--- src/rtl/core/dq_pkg.sv ---
// types and constants shared by the double-ended queue
`timescale 1ns / 1ps
`default_nettype none

package dq_pkg;

    // default number of stored words
    localparam int unsigned DEPTH_DEFAULT = 16;

    // field widths fixed by the interface
    localparam int unsigned WORD_W  = 32;
    localparam int unsigned COUNT_W = 5;

    typedef enum logic [1:0] {
        OP_PUSH_FRONT = 2'd0,
        OP_PUSH_REAR  = 2'd1,
        OP_POP_FRONT  = 2'd2,
        OP_POP_REAR   = 2'd3
    } t_opcode;

    typedef enum logic [1:0] {
        ST_OK    = 2'd0,
        ST_EMPTY = 2'd1,
        ST_FULL  = 2'd2,
        ST_RSVD  = 2'd3
    } t_status;

    // one command transfer
    typedef struct packed {
        t_opcode                    opcode;
        logic signed [WORD_W-1:0]   push_value;
    } t_cmd;

    // one result transfer
    typedef struct packed {
        logic signed [WORD_W-1:0]   pop_value;
        t_status                    status;
        logic [COUNT_W-1:0]         element_count;
    } t_result;

endpackage

`default_nettype wire

--- src/rtl/core/double_ended_queue.sv ---
// double-ended queue of signed words kept in a ring buffer memory
//
//  channel   direction  handshake           payload
//  command   in         start / busy        i_cmd    (opcode, push_value)
//  result    out        o_strobe (1 cycle)  o_result (pop_value, status, element_count)
//
// one command per cycle while busy is low; its result shows in the cycle after the command transfer,
// the delay being the registered read port of the word memory
// pointer and count are updated at the transfer edge, so back-to-back commands
// see each other; a pop right after a push reads the memory after the push has written it
// busy is set by reset and cleared at the first clock edge out of reset, and the word memory is not cleared
// results cannot be stalled: o_strobe marks each for exactly one cycle
`timescale 1ns / 1ps
`default_nettype none

module double_ended_queue #(
    parameter int unsigned DEPTH = dq_pkg::DEPTH_DEFAULT
) (
    input  wire logic           i_clk,
    input  wire logic           i_rst_n,
    input  wire logic           start,
    output logic                busy,
    input  wire dq_pkg::t_cmd   i_cmd,
    output logic                o_strobe,
    output dq_pkg::t_result     o_result
);

    localparam int unsigned AW = $clog2(DEPTH);
    localparam int unsigned CW = $clog2(DEPTH + 1);
    localparam int unsigned SW = AW + 1;

    localparam logic [AW-1:0] LAST_IDX = AW'(DEPTH - 1);
    localparam logic [CW-1:0] FULL_CNT = CW'(DEPTH);
    localparam logic [SW-1:0] DEPTH_S  = SW'(DEPTH);

    // word memory
    logic [dq_pkg::WORD_W-1:0] r_mem [DEPTH];

    logic [AW-1:0] r_front, n_front;
    logic [CW-1:0] r_count, n_count;
    logic          r_busy;

    logic                      r_strobe;
    logic                      r_pop_ok;
    dq_pkg::t_status           r_status, n_status;
    logic [CW-1:0]             r_cnt_out;
    logic [dq_pkg::WORD_W-1:0] r_rd_data;

    logic          accept;
    logic          is_full;
    logic          is_empty;
    logic          wr_en;
    logic          rd_en;
    logic [AW-1:0] wr_addr;
    logic [AW-1:0] rd_addr;
    logic [AW-1:0] front_dec;
    logic [AW-1:0] front_inc;
    logic [SW-1:0] sum_tail;
    logic [SW-1:0] sum_rear;
    logic [AW-1:0] tail_pos;
    logic [AW-1:0] rear_pos;

    assign accept   = start && !busy;
    assign is_full  = (r_count == FULL_CNT);
    assign is_empty = (r_count == '0);

    // ring positions around the front pointer
    assign front_dec = (r_front == '0) ? LAST_IDX : r_front - AW'(1);
    assign front_inc = (r_front == LAST_IDX) ? '0 : r_front + AW'(1);
    assign sum_tail  = SW'(r_front) + SW'(r_count);
    assign sum_rear  = SW'(r_front) + SW'(r_count) - SW'(1);
    assign tail_pos  = (sum_tail >= DEPTH_S) ? AW'(sum_tail - DEPTH_S) : AW'(sum_tail);
    assign rear_pos  = (sum_rear >= DEPTH_S) ? AW'(sum_rear - DEPTH_S) : AW'(sum_rear);

    // command decode and pointer update
    always_comb begin
        n_front  = r_front;
        n_count  = r_count;
        n_status = dq_pkg::ST_OK;
        wr_en    = 1'b0;
        rd_en    = 1'b0;
        wr_addr  = tail_pos;
        rd_addr  = r_front;
        case (i_cmd.opcode)
            dq_pkg::OP_PUSH_FRONT: begin
                if (is_full) begin
                    n_status = dq_pkg::ST_FULL;
                end else begin
                    wr_en   = accept;
                    wr_addr = front_dec;
                    n_front = front_dec;
                    n_count = r_count + CW'(1);
                end
            end
            dq_pkg::OP_PUSH_REAR: begin
                if (is_full) begin
                    n_status = dq_pkg::ST_FULL;
                end else begin
                    wr_en   = accept;
                    wr_addr = tail_pos;
                    n_count = r_count + CW'(1);
                end
            end
            dq_pkg::OP_POP_FRONT: begin
                if (is_empty) begin
                    n_status = dq_pkg::ST_EMPTY;
                end else begin
                    rd_en   = accept;
                    rd_addr = r_front;
                    n_front = front_inc;
                    n_count = r_count - CW'(1);
                end
            end
            dq_pkg::OP_POP_REAR: begin
                if (is_empty) begin
                    n_status = dq_pkg::ST_EMPTY;
                end else begin
                    rd_en   = accept;
                    rd_addr = rear_pos;
                    n_count = r_count - CW'(1);
                end
            end
            default: begin
                n_status = dq_pkg::ST_OK;
            end
        endcase
    end

    // memory write and registered read
    always_ff @(posedge i_clk) begin
        if (wr_en) begin
            r_mem[wr_addr] <= i_cmd.push_value;
        end
        if (rd_en) begin
            r_rd_data <= r_mem[rd_addr];
        end
    end

    // control state
    always_ff @(posedge i_clk) begin
        if (!i_rst_n) begin
            r_front  <= '0;
            r_count  <= '0;
            r_busy   <= 1'b1;
            r_strobe <= 1'b0;
            r_pop_ok <= 1'b0;
        end else begin
            r_busy   <= 1'b0;
            r_strobe <= accept;
            if (accept) begin
                r_front  <= n_front;
                r_count  <= n_count;
                r_pop_ok <= rd_en;
            end
        end
    end

    // result payload
    always_ff @(posedge i_clk) begin
        if (accept) begin
            r_status  <= n_status;
            r_cnt_out <= n_count;
        end
    end

    assign busy     = r_busy;
    assign o_strobe = r_strobe;

    always_comb begin
        o_result.pop_value     = r_pop_ok ? r_rd_data : '0;
        o_result.status        = r_status;
        o_result.element_count = dq_pkg::COUNT_W'(r_cnt_out);
    end

    // checks
    a_strobe_follows_transfer: assert property (@(posedge i_clk) disable iff (!i_rst_n)
        o_strobe == $past(accept))
        else $error("result strobe without a command transfer");

    a_count_bounded: assert property (@(posedge i_clk) disable iff (!i_rst_n)
        r_count <= FULL_CNT)
        else $error("element count above depth");

    a_error_no_pop: assert property (@(posedge i_clk) disable iff (!i_rst_n)
        o_strobe && (r_status != dq_pkg::ST_OK) |-> !r_pop_ok)
        else $error("error result carries a popped word");

    a_error_keeps_state: assert property (@(posedge i_clk) disable iff (!i_rst_n)
        accept && (n_status != dq_pkg::ST_OK) |=> $stable(r_count) && $stable(r_front))
        else $error("failed command changed the queue state");

endmodule

`default_nettype wire
--- config.mk ---
export PLATFORM = sky130hd
export DESIGN_NAME = double_ended_queue
export DESIGN_NICKNAME = d
export VERILOG_FILES = /design/src/rtl/core/dq_pkg.sv /design/src/rtl/core/double_ended_queue.sv
export SDC_FILE = /design/constraint.sdc
export NUM_CORES = 1
export LEC_CHECK = 0
export BUFFER_PORTS_ARGS = -buffer_cell sky130_fd_sc_hd__buf_2
export CAP_MARGIN = 20
export CORE_AREA = 10 10 228 230
export DETAILED_ROUTE_END_ITERATION = 6
export DIE_AREA = 0 0 238 240
export PLACE_DENSITY_LB_ADDON = 0.05
export SYNTH_ARGS = -nofsm -noshare
export SYNTH_HDL_FRONTEND = slang
export SYNTH_SLANG_ARGS = --single-unit
--- constraint.sdc ---
create_clock -name i_clk -period 3.7 [get_ports i_clk]
set_input_delay 0.37 -clock i_clk [delete_from_list [all_inputs] [get_ports i_clk]]
set_output_delay 0.37 -clock i_clk [all_outputs]
set_load 0.01 [all_outputs]
Word level (Yosys, flattened, before mapping)
Memory sizes are Yosys's and may differ from the RTL's. A register that Yosys moved wholly into a read port is not among the register bits.
Cells that the tools add are included.
{"block": "word_totals", "regBits": 19, "out_inout_bits": 41, "memories": 1, "word_cells": 59, "ramBits": 512, "in_bits": 37}
{"memory": "r_mem", "words": 16, "width": 32, "read_ports": 1, "rd_ports_with_merged_regs": 1, "write_ports": 1, "line_no": "double_ended_queue.sv:37", "source": "logic [dq_pkg::WORD_W-1:0] r_mem [DEPTH];"}
{"block": "classes", "mux": 25, "n_eq_ne": 7, "order_cmp": 2, "n_addsub": 8, "reduce_logical": 9}
{"operator": "$mux 4", "n": 10}
{"operator": "$mux 32", "n": 1}
{"operator": "$sub 4x1->4 const B", "n": 3}
{"operator": "$ge 5x5->1 const B", "n": 2}
{"operator": "$mux 5", "n": 2}
{"operator": "$pmux 5 s2", "n": 1}
{"operator": "$sub 5x1->5 const B", "n": 2}
{"operator": "$mux 1", "n": 8}
{"operator": "$pmux 4 s2", "n": 1}
{"operator": "$add 4x5->5", "n": 1}
{"operator": "$add 5x1->5 const B", "n": 1}
{"operator": "$eq 5x5->1 const B", "n": 1}
{"operator": "$logic_not 5->1", "n": 1}
{"operator": "$add 4x1->4 const B", "n": 1}
{"operator": "$eq 2x2->1 const B", "n": 2}
{"operator": "$eq 4x4->1 const B", "n": 1}
{"operator": "$logic_not 4->1", "n": 1}
{"operator": "$ne 2x2->1 const B", "n": 2}
{"operator": "$pmux 2 s2", "n": 1}
{"operator": "$reduce_and 4->1", "n": 1}
{"operator": "$reduce_or 2->1", "n": 2}
{"operator": "$eq 2x1->1 const B", "n": 1}
{"operator": "$logic_not 2->1", "n": 1}
{"operator": "$mux 2", "n": 1}
{"operator": "other kinds (3)", "n": 3}

Depth between registers and ports, before layout
Gate-level depths: netlist (run 1).
{"block": "logic_depth", "depth_word": 6, "depth_mapped": 12, "mapped_depth_nobuf": 10}

Worst setup path before layout (run 1)
Ideal clock, no wire load.
{"block": "synth_timing", "path_type": "flip-flop to flip-flop", "from": "register r_count[1]", "to": "memory r_mem[6][0] (netlist bit), enable pin", "t_arrival_ns": 3.529, "synth_period_minus_slack_ns": 3.950, "slack_ns": -0.250, "setup_time_ns": 0.421, "n_path_buf": 0, "t_required_ns": 3.279, "stages_incl_launch_ff": 8, "cell_sequence": "dfxtp_1 > inv_1 > ha_1 > and4bb_2 > nor3_1 > mux2_2 > or2_2 > nor2_1"}
{"block": "synth_between", "elab_chain_len": 5, "elab_cells_between_ends": 11, "classes_between": "2 x add/sub; 1 x order compare; 1 x eq/ne; 7 x mux"}
{"element": "from (decl)", "line_no": "double_ended_queue.sv:40", "source": "logic [CW-1:0] r_count, n_count;"}
{"element": "from (signal assigned)", "line_no": "double_ended_queue.sv:152", "source": "r_count <= n_count;"}
{"element": "$add 4x5->5 or $eq 5x5->1 (tied branches)", "line_no": "double_ended_queue.sv:70, double_ended_queue.sv:64"}
{"element": "$sub 4x1->4, or another cell as far along", "line_no": "double_ended_queue.sv:72", "source": "assign tail_pos = (sum_tail >= DEPTH_S) ? AW'(sum_tail - DEPTH_S) : AW'(sum_tail);"}
{"element": "$mux 4 or $mux 1 (tied branches)"}
{"element": "$mux 4 or $mux 1 (tied branches)", "line_no": "double_ended_queue.sv:86, double_ended_queue.sv:131"}
{"element": "$mux 4 or $mux 1 (tied branches)"}
{"element": "to (decl)", "line_no": "double_ended_queue.sv:37"}
Parallel ways exist; a longest one is shown, timed or not.

Final worst setup path (run 1)
{"block": "layout_timing", "from": "register r_count[0]", "to": "register r_rd_data[22] (netlist bit), read port of r_mem, data pin"}
{"block": "layout_between", "elab_chain_len": 6, "elab_cells_between_ends": 10, "classes_between": "3 x add/sub; 1 x order compare; 5 x mux; 1 x reduce/logical"}
{"element": "$add 4x5->5", "line_no": "double_ended_queue.sv:71", "source": "assign sum_rear = SW'(r_front) + SW'(r_count) - SW'(1);"}
{"element": "$sub 5x1->5", "line_no": "double_ended_queue.sv:71"}
{"element": "$sub 4x1->4 or $ge 5x5->1 (tied branches)", "line_no": "double_ended_queue.sv:73", "source": "assign rear_pos = (sum_rear >= DEPTH_S) ? AW'(sum_rear - DEPTH_S) : AW'(sum_rear);"}
{"element": "$mux 4", "line_no": "double_ended_queue.sv:73"}
{"element": "$mux 4", "line_no": "double_ended_queue.sv:115", "source": "if (is_empty) begin"}
{"element": "$mux 4"}
{"element": "to (decl)", "line_no": "double_ended_queue.sv:47", "source": "logic [dq_pkg::WORD_W-1:0] r_rd_data;"}
Parallel ways exist; a longest one is shown, timed or not.
A chain may end at the register's enable or synchronous reset.

==> impl_metrics.toml, run 1 <==
[clock_tree]
clock-sinks = 563
cts_buffers = 56
path_clk_slew_ns = 0.06
insertion_delay_ns = 0.61
clock_path_buffers = 3
cts_tree = "built"
post_cts_buffers = 0
ctsRootBufferMaster = "clkbuf_16"
h-tree-depth = 2

[detailed_routing]
via_per_inst = 6.12
drc_errors = 0
route.antenna.remaining_nets = 0
vias = 12900
drt_iter0_markers = 1055
wl_per_cell_um = 27.9
drtPass1Iterations = 5
finalWirelength_um = 59000

[synth]
netlist_instances = 1345
synth_fp_nets = 1392
synthDistinctLibCells = 50
synth_area_leaders = "edfxtp_1, mux4_2, o21ai_0"
yosysTopAreaCell = "edfxtp_1"
synthFlopType = "edfxtp_1"
ys_warn_count = 0
yosysSeqAreaShare_pct = 74.9
synth_area_mm2 = 0.0224
async_reset_ff_share_pct = 0
synth_edf_count = 551
yosysTopAreaCellShare_pct = 73.8
synth_seq_cells = 563
avgSynthCellArea_um2 = 16.7

[sta]
hold_viol = 0
fmax_mhz = 297
clock_skew_ns = 0.0154
setup_viol = 0
max-slew-margin-rel_pct = 36.0
rsz0062_at_grt = "no"
fin_crit_sh_pct = 91.1
fin_hold_ws_ns = 0.134
slew_viol_final = 0
fin_crit_ns = 3.37
tightest_slew_ns = 0.960

[place]
hpwlAfterDp_um = 32800
post_dp_cell_area_mm2 = 0.0243
gp_congestion = 0.781
numPortBuffers = 77
placedCellCount = 2010

[power_and_ir_drop]
p_leak_nw = 8.50
power_density_mw_per_mm2 = 525
irDropWorstVdd_mv = 0.404

[run]
maxCapViolations = 0

[setup_path]
startpoint_type = "flip-flop"
cp-end-kind = "flip-flop"
cp.arrival_ns = 3.72
worst_ep_required_time_ns = 4.05
cp_max_fo = 12
critical_path_class = "flip-flop to flip-flop"

[layout]
multi_input_area_mm2 = 0.00554
final_cell_mix = "edfxtp_1, o21ai_0, buf_2"
final_nets = 1504
drive_gt1_share_pct = 21.7
fin_cells = 2117
fillers = 3730
final_common_cell = "edfxtp_1"
final_core_util_pct = 54.9
fin_area_mm2 = 0.0260
area_delta_synth_final_pct = 16.0
final-seq-area_mm2 = 0.0168

[floorplan]
rows = 80
start_util_pct = 47.3
io_pins = 78
core_mm2 = 0.0473
die_h_um = 240
fp.dieW_um = 238
die-area_mm2 = 0.0571

[global_routing]
grt_pass1_vias = 13100
grt_remaining_overflow = 0
grt_use_total_pct = 20.9
antenna_found_initial = 1
grt_max_degree = 65
grt_pass1_wl_um = 88100

[run_status]
status = "finished, final reports clean"

[worst_hold_path]
hp-class = "input port to flip-flop"
-- through the flow --
| stage | TNS (ns) | power, mW | worst slack (ns) |
|---|---|---|---|
| CTS | 0 | 13.8 | 0.258 |
| floorplan | -39.71 | 7.98 | -0.250 |
| detailed placement | 0 | 8.52 | 0.268 |
| global route | 0 | 14.1 | 0.113 |
| global placement | 0 | 8.51 | 0.332 |
| finish | 0 | 13.6 | 0.329 |
-- power by group --
group	switching, mW	internal (mW)
Sequential	0.0244	7.09
Combinational	0.786	0.486
Clock	2.32	2.94
-- worst max-delay path: stages, from the launching register on --
cell and delay, ns:
dfxtp_1 0.35, ha_1 0.22, fa_1 0.52, inv_1 0.07, ha_1 0.23, xor3_1 0.39, nand3_2 0.18, nand2_4 0.31
buf_4 0.29, mux4_2 0.33, o21ai_0 0.10, nand4_1 0.11
-- area by class of cell --
cell class | count | area share, %
Antenna cell | 1 | 0.00962
Inverter | 10 | 0.144
Clock inverter | 33 | 0.789
Timing Repair Buffer | 150 | 4.62
Clock buffer | 69 | 5.66
Tap cell | 615 | 2.96
Sequential cell | 563 | 64.5
Multi-Input combinational cell | 676 | 21.3
-- logic make-up after synthesis --
kind of cell / Yosys count / synth area share (%)
mux: 72 / 6.81
fa+ha+maj: 10 / 0.592
compound gates: 364 / 9.89
xor+xnor: 12 / 0.781
simple gates: 218 / 5.12
flops: 563 / 74.9
buf+inv: 106 / 1.93
-- per-layer routing --
| layer | vias up | GRT usage (%) | wire length, um |
|---|---|---|---|
| met5 | - | 0 | 0 |
| met4 | 0 | 6.85 | 1440 |
| met3 | 95 | 3.53 | 3760 |
| met2 | 438 | 33.6 | 28300 |
| met1 | 6735 | 28.5 | 25600 |
| li1 | 5678 | - | - |
-- synth_stat cells (all sizes together), types with 2 or more instances --
| master | n |
|---|---|
| o21ai | 136 |
| a31oi | 4 |
| or2 | 2 |
| nand2 | 23 |
| clkbuf | 84 |
| xnor2 | 4 |
| a21o | 2 |
| nand4 | 32 |
| nand3 | 72 |
| mux2 | 4 |
| dfxtp | 12 |
| a22o | 64 |
| o22ai | 64 |
| nand2b | 5 |
| xnor3 | 4 |
| edfxtp | 551 |
| a211oi | 3 |
| o21a | 2 |
| buf | 12 |
| mux4 | 64 |
| inv | 10 |
| nand3b | 2 |
| and2 | 35 |
| xor2 | 3 |
| mux2i | 4 |
| nor2 | 37 |
| a21oi | 76 |
| ha | 9 |
| o32ai | 6 |
| nor3 | 4 |
-- worst paths after layout --
path              cells after the start  slack, ns       endpoint       start
setup / recovery                     11       0.33  r_rd_data[22]  r_count[0]
hold reg to reg                       2       0.58     r_count[4]  r_count[4]
hold / removal                        1       0.13   r_mem[0][21]   i_cmd[21]
setup reg to reg                     11       0.33  r_rd_data[22]  r_count[0]
-- what timing repair did --
item	CTS	global route
hold buffers	1	0
hold endpoints to repair	1	0
endpoints found under the setup margin	0	0
gates resized for setup	0	0
-- sequential cells by signal, summed over array words and instances (netlist names) --
| signal | count |
|---|---|
| r_pop_ok | 1 |
| busy | 1 |
| r_rd_data | 32 |
| r_mem | 512 |
| r_count | 5 |
| o_strobe | 1 |
| r_front | 4 |
| r_status | 2 |
| r_cnt_out | 5 |
Power figures use the tool's default switching activity.
==> inputs of run 2 (changes only) <==
--- a/config.mk
+++ b/config.mk
@@ -10,7 +10,9 @@
 export CORE_AREA = 10 10 228 230
 export DETAILED_ROUTE_END_ITERATION = 6
 export DIE_AREA = 0 0 238 240
+export HOLD_SLACK_MARGIN = 0.05
 export PLACE_DENSITY_LB_ADDON = 0.05
+export SETUP_SLACK_MARGIN = 0.5
 export SYNTH_ARGS = -nofsm -noshare
 export SYNTH_HDL_FRONTEND = slang
 export SYNTH_SLANG_ARGS = --single-unit
==> run 2 against run 1 <==
  * Design area increased by 2.5%
  * Setup slack better by 0.29 ns
  * Sequential power hardly changed
  * Global-route usage rose by 0.72 points
  * Largest cell class unchanged
  * Non-clock buffer count up 26
  * Critical path depth decreased by 1
  * Count of clock-buffer cells in the layout is 6 higher
  * Register-to-register slack better by 0.29 ns
  * Highest routed layer is now met5
  * Critical path type unchanged
  * Largest power group unchanged
==> impl_metrics.toml, run 2 (same netlist as run 1, synthesis figures left out) <==
[run_status]
status = "finished, final reports clean"

[sta]
max-slew-margin-rel_pct = 38.9
fin_crit_ns = 3.08
setup_viol = 0
fin_hold_ws_ns = 0.123
clock_skew_ns = 0.0188
hold_viol = 0
slew_viol_final = 0
fmax_mhz = 324
tightest_slew_ns = 0.915
fin_crit_sh_pct = 83.3
rsz0062_at_grt = "no"
fin_tns_setup_ns = 0

[clock_tree]
h-tree-depth = 2
cts_buffers = 58
clock-sinks = 563
path_clk_slew_ns = 0.06
clock_path_buffers = 3
ctsRootBufferMaster = "clkbuf_16"
cts_tree = "built"
insertion_delay_ns = 0.62

[power_and_ir_drop]
power.switching_mw = 3.23
irDropWorstVdd_mv = 0.388
p_int_mw = 10.9
power_mw = 14.2
power_density_mw_per_mm2 = 532
p_comb_share_pct = 10.0
power_frac_clock_pct = 39.7
p_sw_share_pct = 22.8
p_leak_nw = 8.79
seqPwrFrac_pct = 50.2

[layout]
final_common_cell = "edfxtp_1"
regMostFlops = "r_mem"
largest_reg_flops = 512
final_cell_mix = "edfxtp_1, o21ai_0, buf_2"
reg_top3 = "r_mem (512), r_rd_data (32)"
antenna_cells = 0
area_delta_synth_final_pct = 19.0
final_core_util_pct = 56.3
drive_gt1_share_pct = 24.1
fin_cells = 2143
final_nets = 1534

[setup_path]
crit_top_cell = "buf_4"
critical_path_class = "flip-flop to flip-flop"
cp_max_fo = 21
cp.arrival_ns = 3.44
path_cells = "ha_1, fa_1, xor2_1, nor3_1, xnor3_1, buf_4, nor2_2, buf_4, o21ai_0, nand4_1"
cp-end-kind = "flip-flop"
r2r-start = "r_count[0]"
worstReg2RegEnd = "r_rd_data[6]"
worst_path_largest_cell_delay_ns = 0.47
regToRegSetupSlack_ns = 0.62
cp_slowest_cell = "xnor3_1"
r2r_cells = 10
startpoint_type = "flip-flop"
worst_ep_required_time_ns = 4.05

[floorplan]
rows = 80
start_util_pct = 47.3
core_mm2 = 0.0473
fp.dieW_um = 238
io_pins = 78
die-area_mm2 = 0.0571
die_h_um = 240

[global_routing]
grt_pass1_wl_um = 90400
grt_remaining_overflow = 0
grt_use_total_pct = 21.6
grt_max_degree = 65
antenna_found_initial = 2
grt_pass1_vias = 13300

[worst_hold_path]
min_to = "r_mem[9][26]"
min_path_cells = 1
worstHoldStart = "i_cmd[26]"
hp-class = "input port to flip-flop"

[place]
gp_congestion = 0.769
placedCellCount = 2013
hpwlAfterDp_um = 34500
numPortBuffers = 77

[detailed_routing]
via_per_inst = 6.15
drtPass1Iterations = 6
wl_met1_um = 27700
vias = 13200
route.antenna.remaining_nets = 0
top_layer_used = "met5"
wl_met3_um = 3610
wl_per_cell_um = 29.3
drt_iter0_markers = 1083
drc_errors = 0
finalWirelength_um = 62700
dr_wl_met2_um = 30000

[run]
maxCapViolations = 0
-- run 2: cell count changes in the layout (fill, tap and decap cells not counted), sizes merged --
cell / before / now
o32ai: 6 / 7
clkbuf: 69 / 79
clkinvlp: 1 / 0
clkinv: 29 / 20
nor2: 37 / 38
inv: 11 / 10
bufinv: 2 / 6
buf: 149 / 171
diode: 1 / 0
-- run 2: repair_timing --
action / in CTS / in global routing
hold endpoints to repair: 1 / 0
hold buffers: 1 / 0
gates cloned: 2 / 4
pin swaps: 3 / 10
setup buffers: 3 / 17
gates resized for setup: 6 / 17
endpoints found under the setup margin: 50 / 399
-- run 2: per-stage QoR --
stage / instance area [um^2] / setup slack [ns]
finish: 26700 / 0.616
global route: 26700 / 0.520
CTS: 26300 / 0.517
detailed placement: 24400 / 0.309
global placement: 24300 / 0.372
floorplan: 22400 / 0.0719
-- run 2: layout make-up --
class                           instances  area [um^2]
Tap cell                              615          769
Clock inverter                         26          278
Sequential cell                       563        16800
Multi-Input combinational cell        678         5600
Fill cell                            3752        20700
Inverter                               10         37.5
Clock buffer                           75         1520
Timing Repair Buffer                  176         1690
-- run 2: how the worst max path moves through the flow --
stage	from	end	slack, ns	cells after the start
2_1_floorplan	r_front[1]	r_mem[5][0]	0.07	7
3_3_place_gp	r_count[0]	r_rd_data[15]	0.37	8
3_5_place_dp	r_count[0]	r_rd_data[10]	0.31	9
4_1_cts	r_count[0]	r_rd_data[7]	0.52	10
5_1_grt	r_count[0]	r_rd_data[6]	0.52	12
6_report	r_count[0]	r_rd_data[6]	0.62	10
-- run 2: layer usage --
metal,vias to the layer above,track usage (%)
met3,87,3.13
met1,6906,30.2
li1,5740,-
met5,-,0
met2,441,34.7
met4,2,6.35
-- run 2: power by group through the flow --
stage / clock [mW] / combinational [mW] / sequential (mW)
3_5_place_dp: 0 / 1.29 / 7.26
2_1_floorplan: 0 / 0.733 / 7.25
6_report: 5.63 / 1.42 / 7.12
5_1_grt: 5.99 / 1.53 / 7.12
3_3_place_gp: 0 / 1.26 / 7.25
4_1_cts: 5.74 / 1.32 / 7.12
-- run 2: critical path: cells and delay by family, from the launching register on --
kind	cells	cell delay (ns)
AO/OA/AOI/OAI	1	0.26
XOR/XNOR	2	0.67
adder cells (fa/ha/maj)	2	0.63
buffers and inverters	2	0.45
flip-flops	1	0.34
AND/OR/NAND/NOR	3	0.46
